### src/rtl/core/srgbob_div_stage.sv
module srgbob_div_stage #(
  parameter int NW  = 35,
  parameter int DW  = 17,
  parameter int QW  = 17,
  parameter int BIT = 0,
  parameter int PW  = 112
) (
  input  logic                   clk,
  input  logic                   rst_n,
  input  logic                   en,
  input  logic                   v_i,
  input  logic [DW-1:0]          den_i,
  input  logic [2:0][NW-1:0]     rem_i,
  input  logic [2:0][QW-1:0]     q_i,
  input  logic [PW-1:0]          pass_i,
  output logic                   v_o,
  output logic [DW-1:0]          den_o,
  output logic [2:0][NW-1:0]     rem_o,
  output logic [2:0][QW-1:0]     q_o,
  output logic [PW-1:0]          pass_o
);

  logic                v_r;
  logic [DW-1:0]       den_r;
  logic [2:0][NW-1:0]  rem_r;
  logic [2:0][NW-1:0]  rem_nxt;
  logic [2:0][QW-1:0]  q_r;
  logic [2:0][QW-1:0]  q_nxt;
  logic [PW-1:0]       pass_r;
  logic [NW-1:0]       dsh;

  assign dsh = NW'(den_i) << BIT;

  always_comb begin
    for (int c = 0; c < 3; c++) begin
      q_nxt[c] = q_i[c];
      if (rem_i[c] >= dsh) begin
        rem_nxt[c]    = rem_i[c] - dsh;
        q_nxt[c][BIT] = 1'b1;
      end else begin
        rem_nxt[c] = rem_i[c];
      end
    end
  end

  always_ff @(posedge clk) begin
    if (!rst_n) begin
      v_r <= 1'b0;
    end else if (en) begin
      v_r <= v_i;
    end
  end

  always_ff @(posedge clk) begin
    if (en) begin
      den_r  <= den_i;
      rem_r  <= rem_nxt;
      q_r    <= q_nxt;
      pass_r <= pass_i;
    end
  end

  assign v_o    = v_r;
  assign den_o  = den_r;
  assign rem_o  = rem_r;
  assign q_o    = q_r;
  assign pass_o = pass_r;

endmodule

### config.mk
export PLATFORM = sky130hd
export DESIGN_NAME = srgbob_div_stage
export DESIGN_NICKNAME = d
export VERILOG_FILES = /design/src/rtl/core/srgbob_div_stage.sv
export SDC_FILE = /design/constraint.sdc
export NUM_CORES = 1
export LEC_CHECK = 0
export ABC_AREA = 1
export BUFFER_PORTS_ARGS = -buffer_cell sky130_fd_sc_hd__clkbuf_2
export CAP_MARGIN = 20
export CORE_AREA = 5 5 220 222
export CTS_CLUSTER_SIZE = 16
export DETAILED_ROUTE_END_ITERATION = 16
export DIE_AREA = 0 0 225 227
export PLACE_DENSITY = 0.56
export REMOVE_ABC_BUFFERS = 1
export SYNTH_ARGS = -nofsm -noshare
export SYNTH_HDL_FRONTEND = slang
export SYNTH_SLANG_ARGS = --single-unit
### constraint.sdc
create_clock -name clk -period 4.6 [get_ports clk]
set_input_delay 0.46 -clock clk [delete_from_list [all_inputs] [get_ports clk]]
set_output_delay 0.46 -clock clk [all_outputs]
set_load 0.005 [all_outputs]
==> impl_metrics.tcl <==
set metrics [dict create \
    cpMostUsedCell "nand2_2" \
    ys_top_cells_by_area "edfxtp_1 (56%), nand2_1 (14%), inv_1 (5.7%), nor2_1 (4.6%), ha_1 (4.2%)" \
    synthSimpleGateAreaFrac_pct 24.8 \
    critical_path_cell_count 14 \
    pwr_density_cell_nw_per_um2 358 \
    clkTransAtPathRegs_ns 0.06 \
    final.min_clock_period_ns 2.86 \
    firstDrtPassIters 5 \
    synth_flop_cell "edfxtp_1" \
    whs_path_depth 1 \
    critPathCapture "rem_o[102]" \
    path_class "in2reg" \
    synth_top_family_by_area "simple AND/OR/NAND/NOR gates" \
    setup_viol 0 \
    yosysTopAreaCellShare_pct 56.0 \
    crit_path_start "den_i[1]" \
    crit_chain "clkbuf_2, inv_1, ha_1, nand2_1, nand2_1, nand3_1, nand2_2, nand2_2, nand2_2, nand2_4, nand2_4, nor2_4, buf_4, a21oi_2" \
    synth-seq-cells 286 \
    ir_drop_v 0.000296 \
    placed_area_um2 18800 \
    synth_top_area_cell "edfxtp_1" \
    grt_max_degree 136 \
    wl_per_cell_um 19.3 \
    endpoint_kind "flop" \
    drv_cap 0 \
    final_cell_mix "clkbuf_2 (573), nand2_1 (567), edfxtp_1 (285)" \
    ys_types 37 \
    syn_area_um2 15300 \
    clkSinkCount 286 \
    design.core.area_um2 46200 \
    drive_gt1_share_pct 29.0 \
    cts_tree "yes" \
    yosysSeqAreaShare_pct 56.1 \
    totalWireLength_um 56600 \
    gp_congestion 0.955 \
    track_usage_pct 21.1 \
    cp_max_fo 39 \
    clock_skew_ns 0 \
    die_area_um2 51100 \
    hold_viol_final 0 \
    antenna_found_initial 6 \
    rows 79 \
    worstMarginPinSlew_ns 0.927 \
    reg2reg_slack_ns 3.94 \
    io_pins 575 \
    async_reset_ff_share_pct 0 \
    cp.arrival_ns 3.15 \
    gr-total-overflow 0 \
    dp_hpwl_um 47000 \
    syn_avg_cell_area_um2 8.99 \
    status "completed" \
    num_vias 13699 \
    die_y_um 227 \
    rsz0062_at_grt "no" \
    root_buffer "clkbuf_16" \
    cts_resized 0 \
    synth_compound_area_share_pct 5.40 \
    vias_per_cell 4.66 \
    min_period_over_period_pct 62.1 \
    path_delay_family "simple AND/OR/NAND/NOR gates" \
    synth.area.mux_share_pct 0 \
    cellLeakagePower_nw 9.36 \
    io_buffer_count 574 \
    grt_pass1_vias 13494 \
    final_antenna_net_count 0 \
    synth_edf_count 285 \
    final_area_um2 19900 \
    syn-instance-count 1700 \
    max_freq_ghz 0.350 \
    rr_worst_depth 2 \
    postCtsSetupBuffers 0 \
    initial_core_util_pct 33.1 \
    cts_made_buffers 35 \
    reg2reg_from "v_o" \
    ys_warn_count 0 \
    nNetsFinal 2647 \
    synth-adder-area-share_pct 4.57 \
    ctsLongestPathBuffers 3 \
    hold_class "in2reg" \
    drt_iter0_markers 864 \
    grt_pass1_wl_um 81300 \
    worst-path-buf-inv 3 \
    drcViolationCount 0 \
    hold_buffers 0 \
    clock_latency_ns 0.54 \
    cp.required_ns 4.89 \
    htree_levels 2 \
    die_w_um 225 \
    max_stage_delay_ns 0.70 \
    fin_tns_setup_ns 0 \
    synth_xor_xnor_area_share_pct 2.35 \
    final_max_slew_viol_count 0 \
    r2r-end "v_o" \
    power_w 0.00714 \
    cpMaxStageDelayCell "nor2_4" \
    syn2layout_area_growth_pct 30.5 \
    mostFrequentLayoutCell "clkbuf_2" \
    startpoint_type "primary input" \
    slew_headroom_pct 38.1 \
]
[how the worst min path moves through the flow]
stage,startpoint,end,slack [ns]
after floorplan,v_o,v_o,0.52
after global placement,v_o,v_o,0.53
after detailed placement,v_o,v_o,0.55
after CTS,q_i[13],q_o[13],0.04
after global routing,q_i[13],q_o[13],0.05
final,q_i[21],q_o[21],0.08
[synth_stat cells, drive strengths merged (10+ instances only)]
cell type	count
ha	51
nand3	89
nand2	581
inv	239
nor2	192
o21ai	56
xnor2	31
nand4	18
nor3	24
edfxtp	285
a21oi	84
buf	13
xor2	10
[logic make-up after synthesis]
family,after synthesis
and+or+nand+nor,920
xor gates and xnor gates,41
adders and majority gates,54
buffers and inverters,252
DFF,286
AOI/OAI and AO/OA,147
[cell type report]
type | count | area [um^2]
well taps | 607 | 759
clock inverters | 18 | 168
clock buffers | 44 | 931
flip-flops and latches | 286 | 8580
inverters | 239 | 897
fillers | 4675 | 26200
diodes | 2 | 5.00
repair buffers | 580 | 2940
multi-input cells | 1162 | 5670
[per-stage QoR]
stage / setup slack (ns) / utilization (%) / hold slack (ns) / instances
floorplan: 1.93 / - / 0.525 / 1687
global placement: 1.25 / 40.8 / 0.531 / 2874
detailed placement: 1.16 / 40.8 / 0.552 / 2874
CTS: 1.74 / 43.2 / 0.0447 / 2936
global route: 1.56 / 43.2 / 0.0541 / 2938
finish: 1.74 / 43.2 / 0.0823 / 2938
[sequential cells by signal, summed over array words and instances (netlist names)]
| name | flops |
|---|---|
| q_o | 51 |
| v_o | 1 |
| pass_o | 112 |
| rem_o | 105 |
| den_o | 17 |
[worst register-to-register path, stage by stage (launching register included)]
cell     delay (ns)
dfxtp_1        0.30
o21ai_0        0.16
a21oi_1        0.06
[metal layers]
metal,track usage [%],vias to the layer above,part of all wire (%)
met5,0,-,0.060
met4,8.09,6,3.9
met2,35.5,498,47
met3,4.75,106,7.0
met1,26.7,6304,42
li1,-,6785,-
[report_power, final]
part	switching, W	internal (W)	leakage, nW
Clock	0.00111	0.00156	0.524
Combinational	0.000748	0.000471	6.04
Sequential	0.0000860	0.00317	2.80
Total	0.00195	0.00520	9.36
Note: power is estimated with default switching activity, not from simulation.
